===== src/hw/rtl/bvm_pkg.sv =====
`timescale 1ns / 1ps
`default_nettype none

package bvm_pkg;

    // Window and sample geometry.
    localparam int WINDOW      = 10;
    localparam int SAMPLE_BITS = 12;

    // Samples that remain once the smallest and largest are dropped.
    localparam int DIV = WINDOW - 2;

    localparam int CNT_W = $clog2(WINDOW + 1);
    localparam int SUM_W = $clog2(WINDOW * ((2 ** SAMPLE_BITS) - 1) + 1);

    // Division by DIV is a multiplication by a rounded-up reciprocal.
    // The extra four fraction bits keep the quotient exact for any divisor
    // up to fourteen and any trimmed sum that fits SUM_W bits.
    localparam int RECIP_SHIFT = SUM_W + 4;
    localparam int RECIP       = ((2 ** RECIP_SHIFT) + DIV - 1) / DIV;
    localparam int RECIP_W     = RECIP_SHIFT + 1;
    localparam int PROD_W      = SUM_W + RECIP_W;

    // Largest trimmed sum the accumulator can produce.
    localparam int TRIM_MAX = DIV * ((2 ** SAMPLE_BITS) - 1);

    // Result field widths.
    localparam int AVG_W     = 12;
    localparam int LEVEL_W   = 4;
    localparam int LEVEL_MAX = 8;

    // Stream data widths, padded to whole bytes.
    localparam int IN_DATA_W  = ((SAMPLE_BITS + 7) / 8) * 8;
    localparam int OUT_FLD_W  = AVG_W + 1 + LEVEL_W;
    localparam int OUT_DATA_W = ((OUT_FLD_W + 7) / 8) * 8;

    typedef logic [SAMPLE_BITS-1:0] t_sample;
    typedef logic [SUM_W-1:0]       t_sum;
    typedef logic [CNT_W-1:0]       t_count;
    typedef logic [LEVEL_W-1:0]     t_level;

    // Thresholds for the two battery types.
    localparam t_sample LOW24  = t_sample'(1519);
    localparam t_sample FULL24 = t_sample'(1735);
    localparam t_sample STEP24 = t_sample'(27);
    localparam t_sample LOW12  = t_sample'(700);
    localparam t_sample FULL12 = t_sample'(844);
    localparam t_sample STEP12 = t_sample'(18);

    // Completed window passed from the accumulator to the grading stage.
    typedef struct packed {
        logic valid;
        t_sum sum;
    } t_trim_bus;

endpackage

`default_nettype wire


===== src/hw/rtl/bvm_accum.sv =====
`timescale 1ns / 1ps
`default_nettype none

module bvm_accum import bvm_pkg::*; (
    input  wire logic      i_clk,
    input  wire logic      i_rst_n,
    input  wire logic      i_valid,
    output logic           o_ready,
    input  wire t_sample   i_sample,
    output t_trim_bus      o_trim,
    input  wire logic      i_trim_ready
);

    logic    r_in_valid;
    t_sample r_in_sample;
    t_count  r_count;
    t_sum    r_sum;
    t_sample r_min;
    t_sample r_max;
    logic    r_trim_valid;
    t_sum    r_trim_sum;

    t_sum    n_sum;
    t_sample n_min;
    t_sample n_max;
    t_count  n_count;
    t_sum    n_trim;
    logic    s_full;
    logic    s_trim_free;
    logic    s_go;

    always_comb begin
        n_sum   = r_sum + t_sum'(r_in_sample);
        n_min   = (r_in_sample < r_min) ? r_in_sample : r_min;
        n_max   = (r_in_sample > r_max) ? r_in_sample : r_max;
        n_count = r_count + t_count'(1);
        n_trim  = n_sum - t_sum'(n_min) - t_sum'(n_max);
        s_full  = (n_count == t_count'(WINDOW));
        s_trim_free = !r_trim_valid || i_trim_ready;
        // A sample that does not close the window never waits on the next stage.
        s_go    = r_in_valid && (!s_full || s_trim_free);
        o_ready = !r_in_valid || s_go;
    end

    always_ff @(posedge i_clk) begin
        if (!i_rst_n) begin
            r_in_valid   <= 1'b0;
            r_count      <= '0;
            r_sum        <= '0;
            r_min        <= '1;
            r_max        <= '0;
            r_trim_valid <= 1'b0;
        end else begin
            if (o_ready) begin
                r_in_valid <= i_valid;
            end
            if (s_go) begin
                if (s_full) begin
                    r_count <= '0;
                    r_sum   <= '0;
                    r_min   <= '1;
                    r_max   <= '0;
                end else begin
                    r_count <= n_count;
                    r_sum   <= n_sum;
                    r_min   <= n_min;
                    r_max   <= n_max;
                end
            end
            if (s_go && s_full) begin
                r_trim_valid <= 1'b1;
            end else if (i_trim_ready) begin
                r_trim_valid <= 1'b0;
            end
        end
    end

    always_ff @(posedge i_clk) begin
        if (o_ready) begin
            r_in_sample <= i_sample;
        end
        if (s_go && s_full) begin
            r_trim_sum <= n_trim;
        end
    end

    assign o_trim.valid = r_trim_valid;
    assign o_trim.sum   = r_trim_sum;

    // The count never rests at a full window: a full window restarts at once.
    a_count_below_window: assert property (@(posedge i_clk) disable iff (!i_rst_n)
        r_count < t_count'(WINDOW))
        else $error("window count reached the window length");

    // Closing a window leaves an empty window behind it.
    a_window_restarts: assert property (@(posedge i_clk) disable iff (!i_rst_n)
        (s_go && s_full) |=> (r_count == '0 && r_sum == '0 && r_min == '1))
        else $error("window did not restart after completion");

    // With the extremes removed the sum cannot exceed DIV full-scale samples.
    a_trim_in_range: assert property (@(posedge i_clk) disable iff (!i_rst_n)
        r_trim_valid |-> (r_trim_sum <= t_sum'(TRIM_MAX)))
        else $error("trimmed sum out of range");

endmodule

`default_nettype wire


===== src/hw/rtl/bvm_grade.sv =====
`timescale 1ns / 1ps
`default_nettype none

module bvm_grade import bvm_pkg::*; (
    input  wire logic              i_clk,
    input  wire logic              i_rst_n,
    input  wire t_trim_bus         i_trim,
    output logic                   o_trim_ready,
    input  wire logic              i_battery_24v,
    output logic                   o_valid,
    input  wire logic              i_ready,
    output logic [AVG_W-1:0]       o_average,
    output logic                   o_supply_ok,
    output t_level                 o_level
);

    logic                 r_valid;
    logic [AVG_W-1:0]     r_average;
    logic                 r_ok;
    t_level               r_level;

    logic [PROD_W-1:0]    s_prod;
    t_sample              s_mean;
    t_sample              s_low;
    t_sample              s_full;
    t_sample              s_step;
    t_sample              s_diff;
    t_sample              s_mark;
    logic                 s_ok;
    t_level               s_count;
    t_level               n_level;

    always_comb begin
        s_prod = PROD_W'(i_trim.sum) * PROD_W'(RECIP);
        s_mean = s_prod[RECIP_SHIFT +: SAMPLE_BITS];

        if (i_battery_24v) begin
            s_low  = LOW24;
            s_full = FULL24;
            s_step = STEP24;
        end else begin
            s_low  = LOW12;
            s_full = FULL12;
            s_step = STEP12;
        end

        s_ok   = (s_mean >= s_low);
        s_diff = s_mean - s_low;

        // Truncating division of the headroom by the step: count the step
        // multiples it reaches. Below the full mark it reaches at most seven.
        s_count = '0;
        s_mark  = '0;
        for (int k = 1; k < LEVEL_MAX; k++) begin
            s_mark  = t_sample'(k) * s_step;
            s_count = s_count + t_level'(s_diff >= s_mark);
        end

        if (s_mean >= s_full) begin
            n_level = t_level'(LEVEL_MAX);
        end else if (s_ok) begin
            n_level = s_count;
        end else begin
            n_level = '0;
        end

        o_trim_ready = !r_valid || i_ready;
    end

    always_ff @(posedge i_clk) begin
        if (!i_rst_n) begin
            r_valid <= 1'b0;
        end else if (o_trim_ready) begin
            r_valid <= i_trim.valid;
        end
    end

    always_ff @(posedge i_clk) begin
        if (o_trim_ready && i_trim.valid) begin
            r_average <= AVG_W'(s_mean);
            r_ok      <= s_ok;
            r_level   <= n_level;
        end
    end

    assign o_valid     = r_valid;
    assign o_average   = r_average;
    assign o_supply_ok = r_ok;
    assign o_level     = r_level;

    a_level_in_range: assert property (@(posedge i_clk) disable iff (!i_rst_n)
        r_valid |-> (r_level <= t_level'(LEVEL_MAX)))
        else $error("charge level above full scale");

    a_low_means_empty: assert property (@(posedge i_clk) disable iff (!i_rst_n)
        (r_valid && !r_ok) |-> (r_level == '0))
        else $error("non-zero charge level on a low supply");

endmodule

`default_nettype wire


===== src/hw/rtl/battery_voltage_monitor.sv =====
`timescale 1ns / 1ps
`default_nettype none

// Battery voltage monitor. Each transaction on the slave stream carries one
// raw 12-bit ADC conversion of the divided battery voltage. Samples are
// gathered in windows of WINDOW (ten) samples; when a window closes, its
// smallest and largest samples are dropped and the rest are averaged with
// truncation to give the trimmed mean. One result transaction then leaves on
// the master stream, holding the mean, a supply-ok flag (mean at or above the
// low threshold) and a charge level from 0 to 8, and the next window starts
// empty. Windows that are still filling produce no output. The battery type
// register selects the thresholds: 24 V uses low 1519, full 1735 and a step
// of 27 codes per level; 12 V uses low 700, full 844 and a step of 18. The
// setting in force when the trimmed sum of a window is graded into the result
// register is the one that is used; it should be written only while no
// samples are in flight. The block takes one sample transaction in every
// clock cycle as long as results are being taken. Between the sample that
// closes a window and its result lie three register stages: input sample,
// trimmed window sum and result. While a result is stalled, the trimmed sum
// of the next window can still wait behind it; only a window-closing sample
// that finds both the trimmed-sum stage and the result register occupied is
// held back. Samples that do not close a window are always absorbed.

module battery_voltage_monitor import bvm_pkg::*; (
    input  wire logic                   i_clk,
    input  wire logic                   i_rst_n,

    // Sample stream.
    input  wire logic                   i_s_axis_tvalid,
    output logic                        o_s_axis_tready,
    // [11:0] sample, upper bits zero
    input  wire logic [IN_DATA_W-1:0]   i_s_axis_tdata,

    // Result stream.
    output logic                        o_m_axis_tvalid,
    input  wire logic                   i_m_axis_tready,
    // [11:0] trimmed_average, [12] supply_ok, [16:13] charge_level, upper bits zero
    output logic [OUT_DATA_W-1:0]       o_m_axis_tdata,

    // Battery type register write channel: 1 selects 24 V, 0 selects 12 V.
    input  wire logic                   i_cfg_valid,
    output logic                        o_cfg_ready,
    input  wire logic                   i_cfg_data
);

    // The battery type register always accepts a write transaction.
    logic r_battery_24v;

    t_trim_bus        s_trim;
    logic             s_trim_ready;
    logic [AVG_W-1:0] s_average;
    logic             s_supply_ok;
    t_level           s_level;

    assign o_cfg_ready = 1'b1;

    always_ff @(posedge i_clk) begin
        if (!i_rst_n) begin
            r_battery_24v <= 1'b0;
        end else if (i_cfg_valid && o_cfg_ready) begin
            r_battery_24v <= i_cfg_data;
        end
    end

    // Window accumulation: running sum, minimum and maximum, and the
    // trimmed sum of each completed window.
    bvm_accum u_accum (
        .i_clk        (i_clk),
        .i_rst_n      (i_rst_n),
        .i_valid      (i_s_axis_tvalid),
        .o_ready      (o_s_axis_tready),
        .i_sample     (i_s_axis_tdata[SAMPLE_BITS-1:0]),
        .o_trim       (s_trim),
        .i_trim_ready (s_trim_ready)
    );

    // Mean, threshold comparison and charge level, with the result register.
    bvm_grade u_grade (
        .i_clk         (i_clk),
        .i_rst_n       (i_rst_n),
        .i_trim        (s_trim),
        .o_trim_ready  (s_trim_ready),
        .i_battery_24v (r_battery_24v),
        .o_valid       (o_m_axis_tvalid),
        .i_ready       (i_m_axis_tready),
        .o_average     (s_average),
        .o_supply_ok   (s_supply_ok),
        .o_level       (s_level)
    );

    assign o_m_axis_tdata = OUT_DATA_W'({s_level, s_supply_ok, s_average});

endmodule

`default_nettype wire


===== config.mk =====
export PLATFORM = sky130hd
export DESIGN_NAME = battery_voltage_monitor
export DESIGN_NICKNAME = d
export VERILOG_FILES = /design/src/hw/rtl/bvm_pkg.sv /design/src/hw/rtl/bvm_accum.sv /design/src/hw/rtl/bvm_grade.sv /design/src/hw/rtl/battery_voltage_monitor.sv
export SDC_FILE = /design/constraint.sdc
export NUM_CORES = 1
export LEC_CHECK = 0
export ABC_AREA = 1
export BUFFER_PORTS_ARGS = -buffer_cell sky130_fd_sc_hd__buf_2
export CAP_MARGIN = 20
export CORE_MARGIN = 4
export CORE_UTILIZATION = 60
export CTS_CLUSTER_DIAMETER = 100
export CTS_CLUSTER_SIZE = 10
export DETAILED_ROUTE_END_ITERATION = 10
export MAX_ROUTING_LAYER = met4
export PLACE_DENSITY = 0.79
export SYNTH_ARGS = -nofsm -noshare
export SYNTH_HDL_FRONTEND = slang
export SYNTH_HIERARCHICAL = 1
export SYNTH_SLANG_ARGS = --single-unit

===== constraint.sdc =====
create_clock -name i_clk -period 6.35 [get_ports i_clk]
set_clock_uncertainty 0.05 [all_clocks]
set_input_delay 1.27 -clock i_clk [delete_from_list [all_inputs] [get_ports i_clk]]
set_output_delay 1.27 -clock i_clk [all_outputs]
set_load 0.005 [all_outputs]

Yosys cells after proc, flatten, opt, wreduce, memory -nomap -nowiden
Index checks and enable logic that the tools add are counted.
{"block": "word_totals", "reg_bits": 92, "output_inout_bits": 27}
{"block": "op_classes", "multipliers": 4, "bitwise": 1, "add_sub_neg": 11, "n_reduce_logical": 13, "n_eq_ne": 1, "magnitude_cmp": 11, "muxes": 12}
{"operator": ">= comparator 12 bit", "count": 4}
{"operator": "two-way mux 12 bit", "count": 4}
{"operator": "subtractor 15 x 12 -> 15 bit", "count": 2}
{"operator": ">= comparator 12 x 11 -> 1 bit", "count": 2}
{"operator": "two-way mux 11 bit", "count": 2}
{"operator": "adder 4 x 1 -> 4 bit", "count": 5}
{"operator": "adder 16 x 12 -> 16 bit", "count": 1}
{"operator": "multiplier 3 x 5 -> 8 bit (first input constant)", "count": 2}
{"operator": "two-way mux 16 bit", "count": 1}
{"operator": "multiplier 2 x 5 -> 7 bit (first input constant)", "count": 2}
{"operator": ">= comparator 12 x 5 -> 1 bit", "count": 1}
{"operator": ">= comparator 12 x 6 -> 1 bit", "count": 1}
{"operator": ">= comparator 12 x 7 -> 1 bit", "count": 1}
{"operator": "> comparator 12 bit", "count": 1}
{"operator": "less-than comparator 12 bit", "count": 1}
{"operator": "two-way mux 4 bit", "count": 3}
{"operator": "subtractor 12 x 11 -> 12 bit", "count": 1}
{"operator": "adder 4 x 1 -> 4 bit (second input constant)", "count": 1}
{"operator": "equality test 4 bit (second input constant)", "count": 1}
{"operator": "zero test 1 bit", "count": 4}
{"operator": "logical OR 1 bit", "count": 4}
{"operator": "logical AND 1 bit", "count": 3}
{"operator": "adder 1 x 1 -> 2 bit", "count": 1}
{"operator": "two-way mux 1 bit", "count": 2}
{"operator": "other kinds (3)", "count": 3}

Logic depth before layout (Yosys ltp)
{"block": "depth", "ltp_word": 10, "ltp_mapped": 22, "ltp_nobuf": 22}

Hierarchy
Netlist, hierarchy kept.
{"mod": "bvm_accum", "cells_each": 687, "area_each_um2": 5163.7, "seq_area_each_um2": 1761.7, "instances": 1}
{"mod": "bvm_grade", "cells_each": 268, "area_each_um2": 1973.1, "seq_area_each_um2": 530.5, "instances": 1}
{"mod": "battery_voltage_monitor", "cells_each": 17, "area_each_um2": 116.4, "seq_area_each_um2": 20.0, "instances": 1}

Worst setup path after synthesis
No wires, ideal clock.
{"block": "synth_path", "path_kind": "reg2reg", "startpoint": "register r_battery_24v", "endpoint": "register u_grade.r_level[1], in the netlist u_grade/o_level[1], data pin", "setup_time_ns": 0.253, "stages_incl_launch_ff": 19, "arrival_time_ns": 4.624, "required_time_ns": 6.047, "synth_period_minus_slack_ns": 4.927, "slack_ns": 1.423, "path_cell_list": "dfxtp_1 -> inv_1 -> fa_1 -> nand3_2 -> xor2_1 -> inv_1 -> ha_1 -> nand2_1 -> inv_1 -> nand4_1 -> nand4_1 -> nor2_1 -> fa_1 -> fa_1 -> inv_1 -> fa_1 -> fa_1 -> inv_1 -> nor2_1"}
{"block": "synth_between", "elab_chain_cells": 9}
{"element": "start, declared", "line": "battery_voltage_monitor.sv:47", "text": "logic r_battery_24v;"}
{"element": "start signal, assigned", "line": "battery_voltage_monitor.sv:61", "text": "r_battery_24v <= i_cfg_data;"}
{"element": "parallel branches: the longest is 8 deep, another holds >= comparator 12 bit"}
{"element": "adder 4 x 1 -> 4 bit (*)", "line": "bvm_grade.sv:56", "text": "s_count = s_count + t_level'(s_diff >= s_mark);"}
{"element": "via u_grade.s_count[1]", "line": "bvm_grade.sv:30", "text": "t_level s_count;"}
{"element": "end signal, assigned", "line": "bvm_grade.sv:82", "text": "r_level <= n_level;"}
{"element": "end, declared", "line": "bvm_grade.sv:20", "text": "t_level r_level;"}
Mark *: on every way through the listed nets, which the timed path passes.
A chain may end at the register's enable or synchronous reset.

Final worst setup path
Same ends and word-level chain as after synthesis.

==> impl_summary.md <==
Run status
The run finished with clean final reports.

Detailed routing
Wires add up to 15.16 mm. The routed wirelength normalized by instance count is 13.56 µm. The detailed router put a total of 6.605 mm of wire on met1. For this run, design rule violations remaining after detail routing come to 0. Detailed routing placed a total of 648 µm of wire on met3. For this block, the initial DRC count from the detailed router was 313.

The residual antenna-violating net count after detailed routing is 0. The top layer reached by signal wires is met4. The length of routed met2 wiring is 7.464 mm. The first-pass iteration count of the detailed router is 5.

After detailed routing, the number of vias per cell comes to 5.432. The total number of vias is 6073.

Global routing
The number of global-route vias before repair is 5919. The global router's overall resource usage is 24.83%. The first global-routing pass estimated 26.07 mm of wire. Entering global routing, the biggest net connects 44 pins. Summed over all layers, the global routing overflow is 0. The initial antenna violation count is 0.

Synth
The post-synth design cell area is 7009 µm². The count of synthesis-stage warnings from yosys is 6. The cell count after synthesis came out at 944.

The mean instance size in the synthesized netlist is 7.425 µm².

Floorplanning
The I/O pin count is 49. The area of the die is 13480 µm². The floorplan step set the die width to 116.1 µm.

The placeable core region is 11420 µm². The initial standard-cell utilization of the core is 61.39%. The floorplan step set the die height to 116.1 µm. The number of rows in the core area is 39.

Cells and area
The number of fillers in the final layout is 1002. The finished cells cover 7525 µm². The repair_antennas step left the layout with diodes totalling 0. The share of final-layout standard cells stronger than drive strength 1 is 8.103%. From synthesis to final layout, the design area changed by 7.355%.

After the last flow step, the layout net total stands at 1085.

Placed design
The cell area reported after detailed placement is 7221 µm². The HPWL after detailed placement is 11.56 mm. The global placer's final weighted congestion is 0.9129. In this run the tool buffered the top-level ports with 36 buffer cells.

Worst setup path
The worst setup path is captured at a flop. STA puts the critical path data arrival time at 5.33 ns. The critical path is of the reg2reg type. In this run the critical register-to-register path is launched from r_battery_24v. The start point of the critical path is r_battery_24v.

The worst setup path is launched from a flop. The critical path buffer and inverter count is 6. The biggest cell delay along the critical path is 0.57 ns.

Of all nets on the critical path, the largest fanout is 17. Among cell families on the critical path, the largest total delay comes from adder cells. Among all stages on the critical path, the largest delay is contributed by fa_1. The required time at the worst-slack endpoint is 6.40 ns.

Walking the worst path, the cells encountered are buf_4 -> inv_1 -> fa_1 -> nand3_2 -> xor2_1 -> inv_1 -> ha_1 -> nand2_1 -> inv_1 -> nand4_1 -> nand4_1 -> nor2_1 -> fa_1 -> fa_1 -> inv_1 -> fa_1 -> fa_1 -> inv_1 -> nor2_1.

Power
The clock power share is 28.2%. For this design the total switching power over the nets is 669.7 µW. The static leakage is 0.003717 µW. The sequential fraction of design power is 35.0%.

The total power consumption of the routed design is 1904 µW. The peak supply drop is 0.0001453 V. The combinational share of power is 36.8%. The internal portion of total power is 1235 µW. The power per standard cell area is 253.1 nW/µm².

In this run switching power makes up 35.17% of total power.

Clocking
Clock tree synthesis inserted a total of 9 buffers. The number of buffers on the longest clock path is 2. The TritonCTS clock tree is yes. The H-tree was split into 3 levels.

The clock reaches the later pin of the worst-skew pair after 0.34 ns. The clock transition at the registers of the reported paths is 0.06 ns. The quantity of gates resized following cts is 0.

The clock sink count is 88. The clock root buffer master is clkbuf_16. Post-CTS timing repair inserted 0 buffers for setup. The quantity of hold-fixing buffers added after cts is 0.

Timing
The final setup TNS is 0 ns. Of the available clock period, the critical path in the final layout requires 83.23%. The total of endpoints with negative setup slack in the final report is 0.

Setup repair after global routing left no endpoint under its margin. The count of endpoints failing hold in the final timing report is 0. Based on the critical path, the design can be clocked at up to 189.2 MHz. After layout, the minimum clock period comes to 5.285 ns. The transition time of the tightest slew-check pin is 1.081 ns. The count of final max-slew check failures is 0. The worst slew margin relative to its limit is 27.84%.

Worst hold path
The startpoint of the lowest-slack hold path is u_accum/r_min[7]. The class of the most critical hold timing path is reg2reg.

Job
The max-cap check violation count is 0.
tightest hold or removal path, stage by stage (launching register included):
cell and delay (ns):
dfxtp_1 0.32, a21oi_1 0.06, nand2_1 0.05
flip-flops by register name (all words and copies together), names as in the netlist, 4 cells and up:
signal               count
u_accum/r_count          4
u_grade/o_average       12
u_accum/r_min           12
u_accum/r_in_sample     12
u_accum/r_max           12
u_accum/r_trim_sum      12
u_accum/r_sum           15
u_grade/o_level          4
final cells by class:
class | count | area, µm² | area share, %
multi-input combinational | 697 | 4160 | 55.29
clock inverter | 3 | 21.27 | 0.2827
timing repair buffer | 39 | 202.7 | 2.694
sequential | 88 | 2172 | 28.87
tap | 143 | 178.9 | 2.378
clock buffer | 13 | 282.8 | 3.758
inverter | 135 | 506.7 | 6.734
layer usage:
metal	GRT usage [%]	vias up
met5	-	-
met4	10.05	0
met3	3.916	38
met2	42.88	155
met1	28.83	2772
li1	-	3108
stage by stage:
step                std cells  hold slack [ns]  utilization [%]  setup slack (ns)
CTS                      1118           0.4085            65.90             1.051
finish                   1118           0.4081            65.90             1.065
detailed placement       1102           0.3933            63.24             1.061
global route             1118           0.4224            65.90            0.7522
floorplan                 950           0.3757                -             1.423
global placement         1102           0.3889            63.24             1.218
power by group through the flow:
stage	registers [µW]	logic, µW	clock network (µW)
after floorplan	675	552	0
after CTS	666	695	550
after global placement	677	670	0
after global routing	668	796	575
final	666	701	537
after detailed placement	678	687	0
final timing paths:
check / to / slack, ns / cells past startpoint
worst max-delay path: u_grade/o_level[1] / 1.07 / 19
worst min-delay path: u_accum/r_min[7] / 0.41 / 2
worst max register to register: u_grade/o_level[1] / 1.07 / 19
worst min register to register: u_accum/r_min[7] / 0.41 / 2
cell usage in the layout (no fill, tap or decap), types with 4 or more instances in the layout:
cell type,instances
inv_1,133
ha_1,75
edfxtp_1,41
a21oi_1,75
o21ai_0,15
nand3_1,95
nand4_1,6
xnor2_1,7
clkbuf_16,11
nor2_1,47
dfxtp_1,47
nand3b_1,7
buf_2,36
nor3_1,6
nand3_2,4
a31oi_1,6
nand2_1,270
fa_1,18
conb_1,8
and2_1,5
xor2_1,17
nand2_2,7
Note: power is estimated with default switching activity, not from simulation.
